$ cat src/hdl/parallel_job_scheduler_unit_macros.svh
// ----------------------------------------------------------------------------
// parallel job scheduler assertion macros
// shared property forms for the scheduler checks
// ----------------------------------------------------------------------------
`ifndef PARALLEL_JOB_SCHEDULER_UNIT_MACROS_SVH
`define PARALLEL_JOB_SCHEDULER_UNIT_MACROS_SVH

// same-cycle implication, held off during reset
`define PJS_ASSERT_NOW(label, clk, rst, ante, cons, msg) \
  label: assert property (@(posedge clk) disable iff (rst) (ante) |-> (cons)) \
    else $error(msg);

// next-cycle implication, held off during reset
`define PJS_ASSERT_NEXT(label, clk, rst, ante, cons, msg) \
  label: assert property (@(posedge clk) disable iff (rst) (ante) |=> (cons)) \
    else $error(msg);

`endif

$ cat src/hdl/pjs_pkg.sv
// ----------------------------------------------------------------------------
// pjs_pkg
// widths and constants shared by the scheduler and its channels
// ----------------------------------------------------------------------------
`default_nettype none

package pjs_pkg;

  localparam int NUM_WORKERS_DEF = 16;
  localparam int DUR_W           = 32;
  localparam int TIME_W          = 48;
  localparam int WIDX_W          = 4;
  localparam int CFG_W           = 5;

  localparam logic [CFG_W-1:0]  ACTIVE_RESET = 5'd16;
  localparam logic [TIME_W-1:0] TIME_MAX     = {TIME_W{1'b1}};

endpackage

`default_nettype wire

$ cat src/hdl/pjs_if.sv
// ----------------------------------------------------------------------------
// pjs channel interfaces
// valid/ready channels for configuration, jobs and assignment results
// ----------------------------------------------------------------------------
`default_nettype none

interface pjs_cfg_if;
  logic                       valid;
  logic                       ready;
  logic [pjs_pkg::CFG_W-1:0]  active_workers;

  modport source (output valid, output active_workers, input ready);
  modport sink   (input valid, input active_workers, output ready);
endinterface

interface pjs_job_if;
  logic                       valid;
  logic                       ready;
  logic [pjs_pkg::DUR_W-1:0]  job_duration;

  modport source (output valid, output job_duration, input ready);
  modport sink   (input valid, input job_duration, output ready);
endinterface

interface pjs_result_if;
  logic                        valid;
  logic                        ready;
  logic [pjs_pkg::WIDX_W-1:0]  worker_index;
  logic [pjs_pkg::TIME_W-1:0]  start_time;
  logic                        time_saturated;

  modport source (output valid, output worker_index, output start_time,
                  output time_saturated, input ready);
  modport sink   (input valid, input worker_index, input start_time,
                  input time_saturated, output ready);
endinterface

`default_nettype wire

$ cat src/hdl/parallel_job_scheduler_unit.sv
// ----------------------------------------------------------------------------
// parallel job scheduler unit
// greedy assignment of job durations to the earliest free worker
// ----------------------------------------------------------------------------
// usage:
//   cfg    : write channel for active_workers, always ready; write only while
//            the block is idle. zero counts as one, values above NUM_WORKERS
//            count as NUM_WORKERS
//   job    : one job_duration per transfer; ready only in the idle state
//   result : one transfer per job with worker_index, start_time and
//            time_saturated, held in an output register
// timing:
//   free times sit in a memory that one comparator scans, one worker per
//   cycle. after a job transfer come the scan of the active workers, a drain
//   step and the update step that loads the result; only then is a job taken
// reset:
//   after rst a clearing pass zeroes the memory, during which no job is
//   taken; active_workers returns to 16
// stall:
//   a waiting result does not block the next job transfer; that job's scan
//   runs and then holds in its update step until the output register is free
`default_nettype none
`include "parallel_job_scheduler_unit_macros.svh"

module parallel_job_scheduler_unit #(
  parameter int NUM_WORKERS = pjs_pkg::NUM_WORKERS_DEF
) (
  input  logic              clk,
  input  logic              rst,
  pjs_cfg_if.sink           cfg,
  pjs_job_if.sink           job,
  pjs_result_if.source      result
);

  import pjs_pkg::*;

  localparam int IW = (NUM_WORKERS > 1) ? $clog2(NUM_WORKERS) : 1;
  localparam int CW = $clog2(NUM_WORKERS + 1);
  localparam int AW = (CW > CFG_W) ? CW : CFG_W;

  typedef enum logic [4:0] {
    S_CLEAR  = 5'b00001,
    S_IDLE   = 5'b00010,
    S_SCAN   = 5'b00100,
    S_DRAIN  = 5'b01000,
    S_UPDATE = 5'b10000
  } state_t;

  state_t              state;
  logic [IW-1:0]       addr;
  logic [CFG_W-1:0]    active_workers;
  logic [DUR_W-1:0]    dur;

  logic [TIME_W-1:0]   free_mem [NUM_WORKERS];
  logic [TIME_W-1:0]   rd_data;
  logic [IW-1:0]       rd_idx;
  logic                rd_pending;

  logic [TIME_W-1:0]   best_time;
  logic [IW-1:0]       best_idx;

  logic                res_valid;
  logic [WIDX_W-1:0]   res_index;
  logic [TIME_W-1:0]   res_start;
  logic                res_sat;

  logic [AW-1:0]       act_ext;
  logic [AW-1:0]       act_clamp;
  logic [IW-1:0]       last_idx;
  logic                slot_free;
  logic [TIME_W:0]     sum;
  logic                sat;
  logic [TIME_W-1:0]   new_time;
  logic                mem_we;
  logic [IW-1:0]       mem_waddr;
  logic [TIME_W-1:0]   mem_wdata;

  // effective worker count, clamped to one .. NUM_WORKERS
  always_comb begin
    act_ext = AW'(active_workers);
    priority if (act_ext == '0) begin
      act_clamp = AW'(1);
    end else if (act_ext > AW'(NUM_WORKERS)) begin
      act_clamp = AW'(NUM_WORKERS);
    end else begin
      act_clamp = act_ext;
    end
  end

  assign last_idx  = IW'(act_clamp - AW'(1));
  assign slot_free = !res_valid || result.ready;

  // saturating add of the chosen start time and the duration
  assign sum      = {1'b0, best_time} + (TIME_W + 1)'(dur);
  assign sat      = (sum >= {1'b0, TIME_MAX});
  assign new_time = sat ? TIME_MAX : sum[TIME_W-1:0];

  assign mem_we    = (state == S_CLEAR) || ((state == S_UPDATE) && slot_free);
  assign mem_waddr = (state == S_CLEAR) ? addr : best_idx;
  assign mem_wdata = (state == S_CLEAR) ? '0 : new_time;

  always_ff @(posedge clk) begin
    if (mem_we) begin
      free_mem[mem_waddr] <= mem_wdata;
    end
    rd_data <= free_mem[addr];
  end

  // running minimum, lowest index kept on a tie
  always_ff @(posedge clk) begin
    if (rd_pending) begin
      if ((rd_idx == '0) || (rd_data < best_time)) begin
        best_time <= rd_data;
        best_idx  <= rd_idx;
      end
    end
  end

  always_ff @(posedge clk) begin
    if (rst) begin
      state          <= S_CLEAR;
      addr           <= '0;
      rd_pending     <= 1'b0;
      res_valid      <= 1'b0;
      active_workers <= ACTIVE_RESET;
    end else begin
      if (cfg.valid) begin
        active_workers <= cfg.active_workers;
      end

      if ((state == S_UPDATE) && slot_free) begin
        res_valid <= 1'b1;
      end else if (result.ready) begin
        res_valid <= 1'b0;
      end

      rd_pending <= (state == S_SCAN);
      rd_idx     <= addr;

      unique case (state)
        S_CLEAR: begin
          if (addr == IW'(NUM_WORKERS - 1)) begin
            addr  <= '0;
            state <= S_IDLE;
          end else begin
            addr <= addr + IW'(1);
          end
        end
        S_IDLE: begin
          if (job.valid) begin
            dur   <= job.job_duration;
            addr  <= '0;
            state <= S_SCAN;
          end
        end
        S_SCAN: begin
          if (addr == last_idx) begin
            state <= S_DRAIN;
          end else begin
            addr <= addr + IW'(1);
          end
        end
        S_DRAIN: begin
          state <= S_UPDATE;
        end
        S_UPDATE: begin
          if (slot_free) begin
            res_index <= WIDX_W'(best_idx);
            res_start <= best_time;
            res_sat   <= sat;
            state     <= S_IDLE;
          end
        end
        default: begin
          state <= S_CLEAR;
          addr  <= '0;
        end
      endcase
    end
  end

  assign cfg.ready = 1'b1;
  assign job.ready = (state == S_IDLE);

  assign result.valid          = res_valid;
  assign result.worker_index   = res_index;
  assign result.start_time     = res_start;
  assign result.time_saturated = res_sat;

  `PJS_ASSERT_NEXT(a_job_starts_scan, clk, rst, job.valid && job.ready,
    (state == S_SCAN) && (addr == '0), "job transfer did not start a scan at worker zero")

  `PJS_ASSERT_NEXT(a_update_loads_result, clk, rst, (state == S_UPDATE) && slot_free,
    res_valid && (state == S_IDLE), "update step did not load the output register")

  `PJS_ASSERT_NOW(a_best_in_range, clk, rst, state == S_UPDATE,
    best_idx <= last_idx, "chosen worker is outside the active range")

  `PJS_ASSERT_NEXT(a_result_held, clk, rst, res_valid && !result.ready,
    res_valid && $stable(res_start) && $stable(res_index), "stalled result was lost or changed")

endmodule

`default_nettype wire
$ cat src/flat_wrapper.sv
// flat-port wrapper written by rule: the top's interface ports become plain ports
module parallel_job_scheduler_unit_flat import pjs_pkg::*;
#(
  parameter int NUM_WORKERS = pjs_pkg::NUM_WORKERS_DEF
)
  (clk, rst, cfg_valid, cfg_active_workers, cfg_ready, job_valid, job_job_duration, job_ready, result_valid, result_worker_index, result_start_time, result_time_saturated, result_ready);
  pjs_cfg_if cfg_i ();
  pjs_job_if job_i ();
  pjs_result_if result_i ();
  input  logic clk;
  input  logic rst;
  input wire logic [$bits(cfg_i.valid)-1:0] cfg_valid;
  input wire logic [$bits(cfg_i.active_workers)-1:0] cfg_active_workers;
  output wire logic [$bits(cfg_i.ready)-1:0] cfg_ready;
  input wire logic [$bits(job_i.valid)-1:0] job_valid;
  input wire logic [$bits(job_i.job_duration)-1:0] job_job_duration;
  output wire logic [$bits(job_i.ready)-1:0] job_ready;
  output wire logic [$bits(result_i.valid)-1:0] result_valid;
  output wire logic [$bits(result_i.worker_index)-1:0] result_worker_index;
  output wire logic [$bits(result_i.start_time)-1:0] result_start_time;
  output wire logic [$bits(result_i.time_saturated)-1:0] result_time_saturated;
  input wire logic [$bits(result_i.ready)-1:0] result_ready;
  assign cfg_i.valid = cfg_valid;
  assign cfg_i.active_workers = cfg_active_workers;
  assign cfg_ready = cfg_i.ready;
  assign job_i.valid = job_valid;
  assign job_i.job_duration = job_job_duration;
  assign job_ready = job_i.ready;
  assign result_valid = result_i.valid;
  assign result_worker_index = result_i.worker_index;
  assign result_start_time = result_i.start_time;
  assign result_time_saturated = result_i.time_saturated;
  assign result_i.ready = result_ready;
  parallel_job_scheduler_unit #(.NUM_WORKERS(NUM_WORKERS)) u_core (.clk(clk), .rst(rst), .cfg(cfg_i), .job(job_i), .result(result_i));
endmodule
$ cat config.mk
export PLATFORM = sky130hd
export DESIGN_NAME = parallel_job_scheduler_unit_flat
export DESIGN_NICKNAME = d
export VERILOG_FILES = /design/src/hdl/pjs_pkg.sv /design/src/hdl/pjs_if.sv /design/src/hdl/parallel_job_scheduler_unit.sv /design/src/flat_wrapper.sv
export VERILOG_INCLUDE_DIRS = /design/src /design/src/hdl
export SDC_FILE = /design/constraint.sdc
export NUM_CORES = 1
export LEC_CHECK = 0
export BUFFER_PORTS_ARGS = -buffer_cell sky130_fd_sc_hd__buf_2
export CORE_MARGIN = 3
export CORE_UTILIZATION = 45
export CTS_CLUSTER_SIZE = 25
export DETAILED_ROUTE_END_ITERATION = 16
export HOLD_SLACK_MARGIN = 0.06
export PLACE_DENSITY = 0.63
export SETUP_SLACK_MARGIN = 0.1
export SLEW_MARGIN = 15
export SYNTH_ARGS = -nofsm -noshare
export SYNTH_HDL_FRONTEND = slang
export SYNTH_SLANG_ARGS = --single-unit
export TNS_END_PERCENT = 5
$ cat constraint.sdc
create_clock -name clk -period 11.3 [get_ports clk]
set_input_delay 2.26 -clock clk [delete_from_list [all_inputs] [get_ports clk]]
set_output_delay 2.26 -clock clk [all_outputs]
set_load 0.02 [all_outputs]
==> results_dict.tcl <==
set metrics [dict create \
    synthTopCellsByArea "edfxtp_1 70%, mux4_2 14%, dfxtp_1 3.3%" \
    grt_use_total_pct 21.2 \
    die-area_sq_mm 0.0898 \
    drt_iter0_drc 1941 \
    viasPerCell 5.92 \
    hold_viol 0 \
    cts_inserted_buffers 96 \
    gp_congestion 0.811 \
    synth.cell_area_sq_mm 0.0388 \
    cts_htree_levels 3 \
    rsz0062_at_grt "false" \
    required_ns 11.59 \
    fin_crit_ns 5.52 \
    synth.top_cell.area_share_pct 70.3 \
    area_delta_synth_final_pct 13.4 \
    synth_xor_area_share_pct 1.15 \
    timing.rr.start "u_core.best_time[0]" \
    dp_hpwl_mm 52.9 \
    io_pins 98 \
    status "complete, no violations" \
    synth_compound_area_share_pct 3.85 \
    crit_path_max_incr_delay_ns 0.99 \
    wl_mm 94.3 \
    die-width_microns 300 \
    multi_input_area_sq_mm 0.00980 \
    syn-num-nets 2085 \
    critPathSlowestCell "a21oi_1" \
    grt_pass1_wl_mm 139 \
    dr_wl_met2_mm 46.8 \
    synth-adder-area-share_pct 2.66 \
    vias 19700 \
    cp.arrival_ns 5.81 \
    critPathKind "flip-flop to flip-flop" \
    finClkSkew_ns 0.0338 \
    final_nets 2223 \
    post-route-drc-count 0 \
    maxCapViolCount 0 \
    ys_seq_area_share_pct 73.6 \
    initial_utilization_pct 45.5 \
    synthArstFlopShare_pct 0 \
    cts.repair.resized 0 \
    rows 107 \
    synth_simple_gate_area_share_pct 3.09 \
    postCtsSetupRepairBufs 0 \
    dr.pass1.iters 7 \
    synth_ff_type "edfxtp_1" \
    path_clk_slew_ns 0.06 \
    die_h_microns 300 \
    fill_cells 6782 \
    avgSynthCellArea_sq_um 19.8 \
    maxSlewHeadroom_pct 18.0 \
    setup_viol 0 \
    grt_max_degree 149 \
    overflow 0 \
    hold_class "flip-flop to flip-flop" \
    worstHoldStart "u_core.rd_data[0]" \
    critPathLaunch "u_core.best_time[0]" \
    synth_cells 1961 \
    cts.sink_count 973 \
    p_leak_nw 14.5 \
    hold_ws_ns 0.431 \
    drv_slew 0 \
    seq_area_sq_mm 0.0286 \
    ys_warn_count 0 \
    synth_most_common_cell "edfxtp_1" \
    power_density_mw_per_mm2 242 \
    cp-end-kind "flip-flop" \
    wl_per_cell_microns 28.4 \
    fin_cells 3327 \
    clk_latency_ns 0.67 \
    synth_common_cells "909 x edfxtp_1, 240 x mux4_2, 90 x a21oi_1" \
    synth.distinct_cells 84 \
    clock.fmax_mhz 181 \
    drive_gt1_share_pct 26.2 \
    rr_worst_depth 11 \
    critical_path_buf_inv_count 2 \
    critPathLaunchType "flip-flop" \
    worstMarginPinSlew_ns 1.20 \
    r2r-end "u_core.free_mem[14][26]" \
    ant_nets 0 \
    cts_root_buf "clkbuf_16" \
    crit_path_end "u_core.free_mem[14][26]" \
    ys_ff_latch 973 \
    top_layer_used "met4" \
    crit_family "compound AO/OA/AOI/OAI gates" \
    core-area_sq_mm 0.0854 \
    synth-edff-count 909 \
    peakVddDrop_mv 0.254 \
    antenna_found_initial 5 \
    grt_pass1_vias 20300 \
    drt-met1-wl_mm 39.1 \
    cp_max_fo 32 \
    cp_common_cell "a21oi_1" \
    io_buffers 96 \
    muxShareOfSynthArea_pct 14.1 \
    synth_top_family_by_area "multiplexers" \
    synth_area_leader_cell "edfxtp_1" \
    clockBufferDepth 3 \
    rrSetupSlack_ns 5.78 \
    cts.hold.buffers_added 0 \
    cts_tree "built" \
    setup_tns_ns 0 \
    crit_cells 11 \
    worstPathCellList "ha_1, inv_1, fa_1, nand2b_1, a211oi_2, o211a_1, o31ai_1, a21oi_1, nand4_1, buf_4, a21oi_1" \
    finalCritPeriodShare_pct 48.9 \
    met3_length_mm 6.43 \
    place_inst 3145 \
]
-- worst min path at each step --
stage	to	slack, ns	cells past startpoint
finish	u_core.best_time[0]	0.43	0
global route	u_core.best_time[0]	0.44	0
CTS	u_core.best_time[0]	0.43	0
detailed placement	u_core.best_time[0]	0.41	0
global placement	u_core.best_time[0]	0.42	0
floorplan	u_core.best_time[0]	0.40	0
-- sequential cells by signal, indices dropped and copies added, names as in the netlist --
register	count
u_core.best_idx	4
u_core.best_time	48
u_core.rd_idx	4
u_core.addr	4
u_core.result.start_time	48
u_core.state	5
u_core.result.worker_index	4
u_core.result.time_saturated	1
u_core.rd_pending	1
u_core.free_mem	768
u_core.rd_data	48
u_core.act_ext	5
u_core.result.valid	1
u_core.dur	32
-- routing by layer --
| metal | up-vias | GRT usage (%) |
|---|---|---|
| met1 | 10500 | 29.8 |
| met5 | - | 0 |
| met3 | 117 | 3.08 |
| met4 | 0 | 5.51 |
| li1 | 8333 | - |
| met2 | 783 | 35.1 |
-- final cells by class --
type	count	area share, %
multi-input combinational	838	22.3
tap	1144	3.25
antenna	1	0.00568
timing repair buffer	125	1.66
sequential	973	64.9
clock inverter	50	1.33
clock buffer	131	6.03
inverter	65	0.560
-- cells by family (layout without fill, tap and decap cells) --
family | count (synthesis) | count (layout)
simple gates | 230 | 230
flops | 973 | 973
compound gates | 227 | 227
other cells | 1 | 2
fa+ha+maj | 82 | 82
buf+inv | 150 | 371
xor+xnor | 51 | 51
mux | 247 | 247
-- where the power goes --
| group | switching [mW] | internal [mW] | total (mW) |
|---|---|---|---|
| registers | 0.223 | 4.83 | 5.05 |
| logic | 1.36 | 1.01 | 2.37 |
| clock network | 1.36 | 1.87 | 3.23 |
| total | 2.94 | 7.71 | 10.6 |
-- through the flow --
stage          area (sq um)  util [%]  setup WS (ns)  power, mW
3_3_place_gp          40800      47.7           5.41       7.43
3_5_place_dp          40800      47.8           5.85       7.52
4_1_cts               44000      51.5           5.83       10.7
2_1_floorplan         38800         -           4.83       6.70
6_report              44000      51.6           5.78       10.6
5_1_grt               44000      51.6           5.63       11.1
-- cell usage in the layout, fill, tap and decap left out, drive strengths merged, types with 5 or more instances in the layout --
cell type,n
nand3,18
bufinv,9
xor2,18
ha,81
o211ai,6
a31oi,13
o21ai,33
clkbuf,131
xnor2,33
buf,125
nand2b,9
nor2,64
nor3,16
a32oi,5
nand4,23
clkinv,33
or2,5
and3,7
dfxtp,64
a211oi,7
a21oi,92
inv,69
a21o,30
o31ai,5
mux2i,7
edfxtp,909
o21a,7
mux4,240
nor2b,5
nor4,7
nand2,46
Note: power is estimated with default switching activity, not from simulation.
